==> src/hw/rtl/msfb_pkg.sv <==
// ----------------------------------------------------------------------------
// msfb_pkg
// Shared widths and constants of the motor speed frame builder: speed lane
// scaling, frame layout and CRC parameters.
// ----------------------------------------------------------------------------
package msfb_pkg;

  localparam int unsigned NumMotors = 4;
  localparam int unsigned LaneLatency = 4;
  localparam int unsigned FrameLen = 22;
  localparam int unsigned PosWidth = $clog2(FrameLen);

  typedef logic [15:0] word_t;
  typedef logic [7:0] byte_t;
  typedef logic [PosWidth-1:0] pos_t;
  typedef word_t [NumMotors-1:0] word_arr_t;

  localparam word_t DisabledWord = 16'h4000;
  localparam logic [14:0] SpeedLimit = 15'd32000;
  localparam logic [12:0] GainNum = 13'd8191;
  localparam logic [27:0] RoundBias = 28'd8000;
  localparam int unsigned PreShift = 7;
  localparam logic [6:0] Divisor = 7'd125;
  localparam logic [14:0] RecipMul = 15'd16777;
  localparam int unsigned RecipShift = 21;

  localparam word_t CrcInit = 16'h3692;
  localparam word_t CrcPoly = 16'h8408;
  localparam byte_t FillByte = 8'hFF;

  localparam pos_t PosId = 5'd7;
  localparam pos_t PosWordsFirst = 5'd8;
  localparam pos_t PosFillFirst = 5'd16;
  localparam pos_t PosCrcLow = 5'd20;
  localparam pos_t PosCrcHigh = 5'd21;

  function automatic byte_t header_byte(input logic [2:0] idx);
    byte_t b;
    case (idx)
      3'd0: b = 8'h55;
      3'd1: b = 8'h16;
      3'd3: b = 8'h9D;
      3'd4: b = 8'hA0;
      default: b = 8'h00;
    endcase
    return b;
  endfunction

endpackage

==> src/hw/rtl/msfb_lane.sv <==
// ----------------------------------------------------------------------------
// msfb_lane
// One speed lane: saturate, scale by 8191/16000 with rounding away from zero,
// pack to a 14-bit two's complement word or the disabled code. Four stages.
// ----------------------------------------------------------------------------
module msfb_lane (
  input  logic                clk_i,
  input  logic                rst_ni,
  input  logic                load_i,
  input  logic                enable_i,
  input  logic signed [15:0]  speed_i,
  output msfb_pkg::word_t     word_o
);

  logic        en1_q, en2_q, en3_q;
  logic        neg1_q, neg2_q, neg3_q;
  logic [14:0] mag1_q, mag1_d;
  logic [15:0] abs_s;
  logic [27:0] prod2_q;
  logic [27:0] sum_s;
  logic [20:0] m3_q, m3_d;
  logic [35:0] est3_q;
  logic [14:0] q_s, qc_s, wq_s;
  logic [20:0] qd_s, rem_s;
  msfb_pkg::word_t word_q, word_d;

  assign abs_s  = speed_i[15] ? 16'(-speed_i) : 16'(speed_i);
  assign mag1_d = (abs_s > 16'(msfb_pkg::SpeedLimit)) ? msfb_pkg::SpeedLimit : abs_s[14:0];

  assign sum_s = prod2_q + msfb_pkg::RoundBias;
  assign m3_d  = sum_s[27:msfb_pkg::PreShift];

  assign q_s   = est3_q[35:msfb_pkg::RecipShift];
  assign qd_s  = 21'(q_s) * 21'(msfb_pkg::Divisor);
  assign rem_s = m3_q - qd_s;
  assign qc_s  = (rem_s >= 21'(msfb_pkg::Divisor)) ? 15'(q_s + 15'd1) : q_s;
  assign wq_s  = neg3_q ? 15'(-qc_s) : qc_s;
  assign word_d = en3_q ? {2'b00, wq_s[13:0]} : msfb_pkg::DisabledWord;

  always_ff @(posedge clk_i or negedge rst_ni) begin
    if (!rst_ni) begin
      en1_q  <= 1'b0;
      en2_q  <= 1'b0;
      en3_q  <= 1'b0;
      neg1_q <= 1'b0;
      neg2_q <= 1'b0;
      neg3_q <= 1'b0;
    end else begin
      if (load_i) begin
        en1_q  <= enable_i;
        neg1_q <= speed_i[15];
      end
      en2_q  <= en1_q;
      en3_q  <= en2_q;
      neg2_q <= neg1_q;
      neg3_q <= neg2_q;
    end
  end

  always_ff @(posedge clk_i) begin
    if (load_i) begin
      mag1_q <= mag1_d;
    end
    prod2_q <= 28'(mag1_q) * 28'(msfb_pkg::GainNum);
    m3_q    <= m3_d;
    est3_q  <= 36'(m3_d) * 36'(msfb_pkg::RecipMul);
    word_q  <= word_d;
  end

  assign word_o = word_q;

endmodule

==> src/hw/rtl/msfb_framer.sv <==
// ----------------------------------------------------------------------------
// msfb_framer
// Merge stage: serializes header, id, lane words, fill and CRC into the output
// register, one beat per unstalled cycle, updating the reflected CRC bytewise.
// ----------------------------------------------------------------------------
module msfb_framer (
  input  logic                  clk_i,
  input  logic                  rst_ni,
  input  logic                  start_i,
  input  msfb_pkg::byte_t       responder_i,
  input  msfb_pkg::word_arr_t   words_i,
  input  logic                  out_stall_i,
  output logic                  out_valid_o,
  output msfb_pkg::byte_t       frame_byte_o,
  output logic                  last_byte_o,
  output logic                  done_o
);

  logic            active_q;
  logic            valid_q;
  logic            last_q;
  msfb_pkg::pos_t  pos_q;
  msfb_pkg::word_t crc_q;
  msfb_pkg::byte_t byte_q;
  msfb_pkg::byte_t cur_s;
  msfb_pkg::word_t crc_d;
  msfb_pkg::word_t sel_word_s;
  logic [2:0]      woff_s;
  logic            load_s;

  function automatic msfb_pkg::word_t crc_byte(input msfb_pkg::word_t c_in,
                                               input msfb_pkg::byte_t b);
    msfb_pkg::word_t c;
    c = c_in ^ {8'h00, b};
    for (int k = 0; k < 8; k++) begin
      c = c[0] ? ((c >> 1) ^ msfb_pkg::CrcPoly) : (c >> 1);
    end
    return c;
  endfunction

  assign woff_s     = 3'(pos_q - msfb_pkg::PosWordsFirst);
  assign sel_word_s = words_i[woff_s[2:1]];

  always_comb begin
    if (pos_q < msfb_pkg::PosId) begin
      cur_s = msfb_pkg::header_byte(pos_q[2:0]);
    end else if (pos_q == msfb_pkg::PosId) begin
      cur_s = responder_i;
    end else if (pos_q < msfb_pkg::PosFillFirst) begin
      cur_s = woff_s[0] ? sel_word_s[15:8] : sel_word_s[7:0];
    end else if (pos_q < msfb_pkg::PosCrcLow) begin
      cur_s = msfb_pkg::FillByte;
    end else if (pos_q == msfb_pkg::PosCrcLow) begin
      cur_s = crc_q[7:0];
    end else begin
      cur_s = crc_q[15:8];
    end
  end

  assign crc_d  = crc_byte(crc_q, cur_s);
  assign load_s = active_q && (!valid_q || !out_stall_i);

  always_ff @(posedge clk_i or negedge rst_ni) begin
    if (!rst_ni) begin
      active_q <= 1'b0;
      valid_q  <= 1'b0;
      pos_q    <= '0;
      crc_q    <= msfb_pkg::CrcInit;
    end else if (start_i) begin
      active_q <= 1'b1;
      pos_q    <= '0;
      crc_q    <= msfb_pkg::CrcInit;
      if (!out_stall_i) begin
        valid_q <= 1'b0;
      end
    end else if (load_s) begin
      valid_q <= 1'b1;
      if (pos_q < msfb_pkg::PosCrcLow) begin
        crc_q <= crc_d;
      end
      if (pos_q == msfb_pkg::PosCrcHigh) begin
        active_q <= 1'b0;
        pos_q    <= '0;
      end else begin
        pos_q <= msfb_pkg::pos_t'(pos_q + 1'b1);
      end
    end else if (!out_stall_i) begin
      valid_q <= 1'b0;
    end
  end

  always_ff @(posedge clk_i) begin
    if (load_s) begin
      byte_q <= cur_s;
      last_q <= (pos_q == msfb_pkg::PosCrcHigh);
    end
  end

  assign out_valid_o  = valid_q;
  assign frame_byte_o = byte_q;
  assign last_byte_o  = last_q;
  assign done_o       = load_s && (pos_q == msfb_pkg::PosCrcHigh);

endmodule

==> src/hw/rtl/motor_speed_frame_builder_core.sv <==
// ----------------------------------------------------------------------------
// motor_speed_frame_builder_core
// A command beat is loaded into the speed lanes and moves the FSM to StCalc;
// leaving StCalc starts the framer, which registers each frame beat. No new
// command is taken (in_stall_o is high) until all 22 frame bytes are loaded.
// Reset: asynchronous active low; clears control, CRC seed and valid flags.
// ----------------------------------------------------------------------------
module motor_speed_frame_builder_core (
  input  logic               clk_i,
  input  logic               rst_ni,
  input  logic               in_valid_i,
  output logic               in_stall_o,
  input  logic [7:0]         node_id_i,
  input  logic               motor0_enable_i,
  input  logic signed [15:0] motor0_speed_i,
  input  logic               motor1_enable_i,
  input  logic signed [15:0] motor1_speed_i,
  input  logic               motor2_enable_i,
  input  logic signed [15:0] motor2_speed_i,
  input  logic               motor3_enable_i,
  input  logic signed [15:0] motor3_speed_i,
  output logic               out_valid_o,
  input  logic               out_stall_i,
  output logic [7:0]         frame_byte_o,
  output logic               last_byte_o
);

  typedef enum logic [2:0] {
    StIdle = 3'b001,
    StCalc = 3'b010,
    StSend = 3'b100
  } state_e;

  state_e              state_q, state_d;
  logic [1:0]          cnt_q, cnt_d;
  msfb_pkg::byte_t     responder_q;
  logic                accept_s;
  logic                start_s;
  logic                done_s;
  logic [msfb_pkg::NumMotors-1:0]        lane_en_s;
  logic signed [msfb_pkg::NumMotors-1:0][15:0] lane_speed_s;
  msfb_pkg::word_arr_t words_s;

  assign in_stall_o = (state_q != StIdle);
  assign accept_s   = in_valid_i && !in_stall_o;

  assign lane_en_s    = {motor3_enable_i, motor2_enable_i, motor1_enable_i, motor0_enable_i};
  assign lane_speed_s = {motor3_speed_i, motor2_speed_i, motor1_speed_i, motor0_speed_i};

  for (genvar g = 0; g < msfb_pkg::NumMotors; g++) begin : g_lane
    msfb_lane u_lane (
      .clk_i    (clk_i),
      .rst_ni   (rst_ni),
      .load_i   (accept_s),
      .enable_i (lane_en_s[g]),
      .speed_i  (lane_speed_s[g]),
      .word_o   (words_s[g])
    );
  end

  always_comb begin
    state_d = state_q;
    cnt_d   = cnt_q;
    start_s = 1'b0;
    case (state_q)
      StIdle: begin
        cnt_d = '0;
        if (accept_s) begin
          state_d = StCalc;
        end
      end
      StCalc: begin
        cnt_d = 2'(cnt_q + 1'b1);
        if (cnt_q == 2'(msfb_pkg::LaneLatency - 2)) begin
          state_d = StSend;
          start_s = 1'b1;
        end
      end
      StSend: begin
        if (done_s) begin
          state_d = StIdle;
        end
      end
      default: state_d = StIdle;
    endcase
  end

  always_ff @(posedge clk_i or negedge rst_ni) begin
    if (!rst_ni) begin
      state_q <= StIdle;
      cnt_q   <= '0;
    end else begin
      state_q <= state_d;
      cnt_q   <= cnt_d;
    end
  end

  always_ff @(posedge clk_i) begin
    if (accept_s) begin
      responder_q <= node_id_i;
    end
  end

  msfb_framer u_framer (
    .clk_i        (clk_i),
    .rst_ni       (rst_ni),
    .start_i      (start_s),
    .responder_i  (responder_q),
    .words_i      (words_s),
    .out_stall_i  (out_stall_i),
    .out_valid_o  (out_valid_o),
    .frame_byte_o (frame_byte_o),
    .last_byte_o  (last_byte_o),
    .done_o       (done_s)
  );

endmodule

==> config.mk <==
export PLATFORM = sky130hd
export DESIGN_NAME = motor_speed_frame_builder_core
export DESIGN_NICKNAME = d
export VERILOG_FILES = /design/src/hw/rtl/msfb_pkg.sv /design/src/hw/rtl/msfb_lane.sv /design/src/hw/rtl/msfb_framer.sv /design/src/hw/rtl/motor_speed_frame_builder_core.sv
export SDC_FILE = /design/constraint.sdc
export NUM_CORES = 2
export LEC_CHECK = 0
export ABC_AREA = 1
export BUFFER_PORTS_ARGS = -buffer_cell sky130_fd_sc_hd__buf_2
export CORE_ASPECT_RATIO = 1.2
export CORE_UTILIZATION = 60
export DETAILED_ROUTE_END_ITERATION = 6
export PLACE_DENSITY = 0.72
export SETUP_SLACK_MARGIN = 0.3
export SYNTH_ARGS = -nofsm -noshare
export SYNTH_HDL_FRONTEND = slang
export SYNTH_SLANG_ARGS = --single-unit
export TNS_END_PERCENT = 50
==> constraint.sdc <==
create_clock -name clk_i -period 6.45 [get_ports clk_i]
set_input_delay 0.645 -clock clk_i [delete_from_list [all_inputs] [get_ports clk_i]]
set_output_delay 0.645 -clock clk_i [all_outputs]
set_load 0.05 [all_outputs]
======== Word level (Yosys, flattened, before mapping) ========
Cells that the tools add are included.
operators by class
  add/sub/neg operators ................... 23
  $mul .................................... 12
  div/mod/pow operators ................... 0
  $lt $le $gt $ge ......................... 12
  equality and inequality tests ........... 14
  shift-type cells ........................ 0
  muxes and demuxes ....................... 52
  bitwise operators ....................... 9
  reduce and logical (&&, ||, !) cells .... 15
operators with widths
  operator                  number
  $mux W16                  16
  $mul A21 B15 Y36 const B  4
  $add A28 B13 Y28 const B  4
  $mul A15 B13 Y28 const B  4
  $mux W14                  8
  $ge A21 B7 Y1 const B     4
  $mul A15 B7 Y21 const B   4
  $sub A21 B21 Y21          4
  $gt A16 B15 Y1 const B    4
  $neg A16 Y16              4
  $mux W15                  4
  $add A14 B1 Y14 const B   4
  $neg A14 Y14              4
  $mux W8                   6
  $bmux W16 S2              1
  $pmux W8 S4               1
  $not A2 Y3                8
  $xor A16 B8 Y16           1
  $mux W5                   3
  $eq A5 B5 Y1 const B      2
  $lt A5 B5 Y1 const B      2
  $mux W3                   3
  $pmux W3 S3               1
  $mux W1                   8
  20 further kinds          33
storage, ports and cells
  register bits after elaboration ......... 533
  bits in latches ......................... 0
  bits in writable memories ............... 0
  bits in read-only memories .............. 0
  input bits .............................. 80
  output and inout port bits .............. 11
  word-level logic and storage cells ...... 194
  memories kept ........................... 0

======== Longest topological paths before layout ========
  depth in word-level cells ............... 27
  mapped depth ............................ 39
  gate-level depth less buffers ........... 39

======== Hierarchy ========
Synthesis repeated with hierarchy kept, for this count alone.
second synthesis, totals
  cells, all modules ...................... 7750
  area total of the unflattened synthesis .. 65185.0 µm²
modules (own cells, without submodules)
  module                          times used  cells each  area an instance (µm²)  sequential area each (µm²)
  msfb_lane (g_lane[2].u_lane)    1           1820        15590.0                 2062.0
  msfb_lane (g_lane[1].u_lane)    1           1838        15546.2                 2062.0
  msfb_lane (g_lane[0].u_lane)    1           1804        15388.5                 2062.0
  msfb_lane (g_lane[3].u_lane)    1           1791        15319.7                 2062.0
  msfb_framer                     1           458         2810.2                  854.6
  motor_speed_frame_builder_core  1           39          530.5                   366.6

======== Worst setup path before layout ========
No wires, ideal clock.
  kind .................................... register -> register
  start ................................... register g_lane[0].u_lane.prod2_q[6]
  end ..................................... register g_lane[0].u_lane.est3_q[34]
  setup time .............................. 0.112 ns
  data arrival time ....................... 5.590 ns
  required time ........................... 6.338 ns
  slack ................................... 0.748 ns
  cell stages (with the launch flop) ...... 38
  path buffers ............................ 0
  clock period less this slack ............ 5.702 ns
  path through ............................ dfxtp_1 > ha_1 > inv_1 > nand2_1 > nor3_1 > inv_1 > nor2_1 > inv_1 > nand2_1 > nor2_1 > nand3_1 > nor2_1 > nand2_1 > nor2_1 > xor2_1 > ha_1 > fa_1 > fa_1 > [2 not listed] > inv_1 > ha_1 > ha_1 > nand2_1 > inv_1 > nand2_1 > o211ai_1 > a21oi_1 > nor2_1 > nand2_1 > o211ai_1 > nand2_1 > nand2_1 > a21boi_0 > o21bai_1 > nand2_1 > nand2_1 > nand2_1
between the ends
  word-level cells in the longest chain between the ends .. 2
ends and longest elaborated chain
  element                               line             RTL
  from (decl)                           msfb_lane.sv:19  logic [27:0] prod2_q;
  from (signal assigned)                msfb_lane.sv:64  prod2_q <= 28'(mag1_q) * 28'(msfb_pkg::GainNum);
  $add A28 B13 Y28                      msfb_lane.sv:30  assign sum_s = prod2_q + msfb_pkg::RoundBias;
  named net g_lane[0].u_lane.sum_s[24]  msfb_lane.sv:20  logic [27:0] sum_s;
  $mul A21 B15 Y36                      msfb_lane.sv:66  est3_q <= 36'(m3_d) * 36'(msfb_pkg::RecipMul);
  to (signal assigned)                  msfb_lane.sv:66
  to (decl)                             msfb_lane.sv:22  logic [35:0] est3_q;
The timed path passes the listed nets, and every way through them passes these cells.
A chain may end at the register's enable or synchronous reset.

======== Worst setup path in the final report ========
  start ................................... register g_lane[1].u_lane.prod2_q[6]
  end ..................................... register g_lane[1].u_lane.est3_q[34]
between the ends
  word-level cells in the longest chain between the ends .. 2
ends and longest elaborated chain
  element                               line
  from (decl)                           msfb_lane.sv:19
  from (signal assigned)                msfb_lane.sv:64
  $add A28 B13 Y28                      msfb_lane.sv:30
  named net g_lane[1].u_lane.sum_s[24]  msfb_lane.sv:20
  $mul A21 B15 Y36                      msfb_lane.sv:66
  to (signal assigned)                  msfb_lane.sv:66
  to (decl)                             msfb_lane.sv:22
The timed path passes the listed nets, and every way through them passes these cells.

==> results.cfg <==
[outcome]
result_of_the_run = finished, final reports clean

[worst_setup_path]
worst-path-buf-inv = 4
reg2reg_depth = 29
worst_path_max_delay_cell = sky130_fd_sc_hd__fa_1
crit_top_cell = sky130_fd_sc_hd__nand2_1
reg2reg_setup_slack_ps = 550
setup_crit_end = g_lane[1].u_lane.est3_q[34]
timing.critical_path.arrival_ps = 6420
critical-path-top-delay-family = adder cells
critical_path_required_time_ps = 6970
critPathCaptureType = register
r2r_end = g_lane[1].u_lane.est3_q[34]
worst_setup_path_start_kind = register
startpoint = g_lane[1].u_lane.prod2_q[6]
worstSetupPathType = register to register
highest_fanout_seen_on_the_critical_path = 4
critical-path-max-stage-delay_ps = 580
timing.critical_path.depth = 29
worst_reg2reg_startpoint = g_lane[1].u_lane.prod2_q[6]

[global_routing]
grt_antenna_before_repair = 1
gr-usage-all-layers_pct = 26.3
grt_pass1_vias = 49826
grt_pass1_wl_um = 235000
grt_start_max_net_pins = 64
grt-ovfl-total = 0

[timing]
actual_transition_at_the_worst_max_transition_pin_ps = 1010
period_minus_slack_ps = 5900
slew_headroom_pct = 32.6
max_clock_skew_ps = 21.7
finalSetupTns_ps = 0
final_setup_violations = 0
finalCritPeriodShare_pct = 91.4
fmaxAchievable_ghz = 0.170
hold_viol = 0
grt_setup_unrepaired = true
maxSlewViolCount = 0

[placement]
port-buffer-count = 90
gp_congestion = 0.929
hpwl_um = 119000

[job]
cap_violations = 0

[floorplanning]
start_util_pct = 60.6
floorplan.core_area_mm2 = 0.106
die_area_mm2 = 0.109
dieWidth_um = 301
floorplan.die.height_um = 361
std_cell_rows = 131
design.portCount = 91

[synth]
synth_top_area_share_pct = 26.9
syn-cell-area_mm2 = 0.0643
synth_flop_cell = sky130_fd_sc_hd__dfxtp_1
number_of_instances_in_the_synthesized_netlist = 7575
count_of_flip_flops_with_a_built_in_enable_after_synthesis = 77
post_synth.cell_area_avg_um2 = 8.49
mappedNetlistNets = 9637
ys_async_sr_fraction_pct = 12.4
synth.ff_latch_count = 421
yosysSeqAreaShare_pct = 14.7
ys.warnings.count = 0
synth.distinct_cells = 60
yosysTopAreaCell = sky130_fd_sc_hd__fa_1
synth.area.top_cells = sky130_fd_sc_hd__fa_1 27%, sky130_fd_sc_hd__ha_1 22%, sky130_fd_sc_hd__inv_1 11%

[clock_network]
cts-root-to-sink-buffers = 3
htree_num_levels = 2
ctsRootBufferMaster = sky130_fd_sc_hd__clkbuf_16
clk_transition_reported_paths_ps = 60
tritoncts = built
cts_made_buffers = 52
clock_insertion_delay_at_the_later_pin_of_the_skew_report_ps = 640
cts_num_sinks = 421

[cells_and_area]
multi_input_combinational_cell_area_mm2 = 0.0481
final_layout_size_suffix_gt1_share_pct = 7.91
highest_count_cells_in_the_layout_ignoring_fill_and_taps = 1,807 x sky130_fd_sc_hd__inv_1, 1,179 x sky130_fd_sc_hd__nand2_1, 1,102 x sky130_fd_sc_hd__ha_1
n_fill_cell = 8908
finalNetCount = 9870
final_common_cell = sky130_fd_sc_hd__inv_1
area.growth.synth_to_final_pct = 8.52
seqCellArea_mm2 = 0.00953

[routing]
detail_route.drc_violations = 0
drt-total-wl_um = 140000
detailedRoute.firstIterationViolations = 2420
post_drt_via_cell_ratio = 5.22
dr.pass1.iters = 7
wl_per_cell_um = 15.1
vias = 48285
antenna_violating_nets_post_route = 0

[worst_hold_path]
timing.hold.worst.class = input port to register
## synth_stat cells, drive strengths merged, types with 17 or more instances
cell	count
nand3	336
edfxtp	77
nor3	86
or2	24
dfxtp	292
nand3b	23
dfrtp	44
o21ai	189
nand4	78
xor2	228
ha	1119
xnor2	103
a21oi	354
nor2	410
clkbuf	23
fa	863
o22ai	18
buf	17
inv	1884
o21bai	19
nand2	1225
nor4	23
## per-stage QoR
stage	util, %	setup slack (ps)	hold WS, ps	area (um2)	std cells
floorplan	-	748	331	64300	7575
global placement	63.0	291	335	66900	9092
detailed placement	63.0	179	339	66900	9092
CTS	64.7	270	145	68700	9191
global route	65.7	198	161	69800	9248
finish	65.7	552	186	69800	9249
## layer usage
metal	GRT usage [%]	routed length, um
met1	33.5	60700
met2	47.6	71100
met3	2.02	4140
met4	7.25	3920
met5	0	0
## logic make-up (layout without fill, tap and decap cells)
kind of cell    count (synthesis)  count (layout)  synth area share [%]
compound gates                686             686                  5.89
xor+xnor                      331             331                  4.53
fa+ha+maj                    1982            1982                  48.6
buf+inv                      1932            2207                  11.3
flops                         421             421                  14.7
other cells                     0               1                     0
simple gates                 2223            2225                  14.9
## layout make-up
| cell class | instances | area share (%) |
|---|---|---|
| inverters | 1892 | 10.3 |
| flip-flops and latches | 421 | 13.7 |
| repair buffers | 217 | 2.01 |
| diodes | 1 | 0.00358 |
| clock buffers | 77 | 2.31 |
| clock inverters | 21 | 0.292 |
| well taps | 1396 | 2.50 |
| multi-input cells | 5224 | 69.0 |
## worst min path at each step
stage	end	start	cells after the start
after global routing	responder_q[0]	node_id_i[0]	1
after CTS	responder_q[0]	node_id_i[0]	1
after detailed placement	g_lane[3].u_lane.neg3_q	g_lane[3].u_lane.neg2_q	0
after floorplan	g_lane[0].u_lane.en3_q	g_lane[0].u_lane.en2_q	0
after global placement	g_lane[3].u_lane.en3_q	g_lane[3].u_lane.en2_q	0
final	responder_q[0]	node_id_i[0]	1
## flip-flops by register name, indices dropped and copies added (netlist names), 5 cells and up
name,cells
g_lane.u_lane.prod2_q,88
g_lane.u_lane.m3_q,84
g_lane.u_lane.est3_q,60
g_lane.u_lane.mag1_q,60
g_lane.u_lane.word_o,60
u_framer.crc_q,16
responder_q,8
u_framer.frame_byte_o,8
u_framer.pos_q,5
## repair_timing
action | CTS | global route
setup endpoints to repair | 9 | 85
gates cloned | 0 | 2
hold buffers | 0 | 0
setup buffers | 1 | 55
resized for setup | 8 | 197
pin swaps | 5 | 42
Power is not shown: default switching activity piles up to over one toggle a cycle in this logic, so the estimate is an artifact.
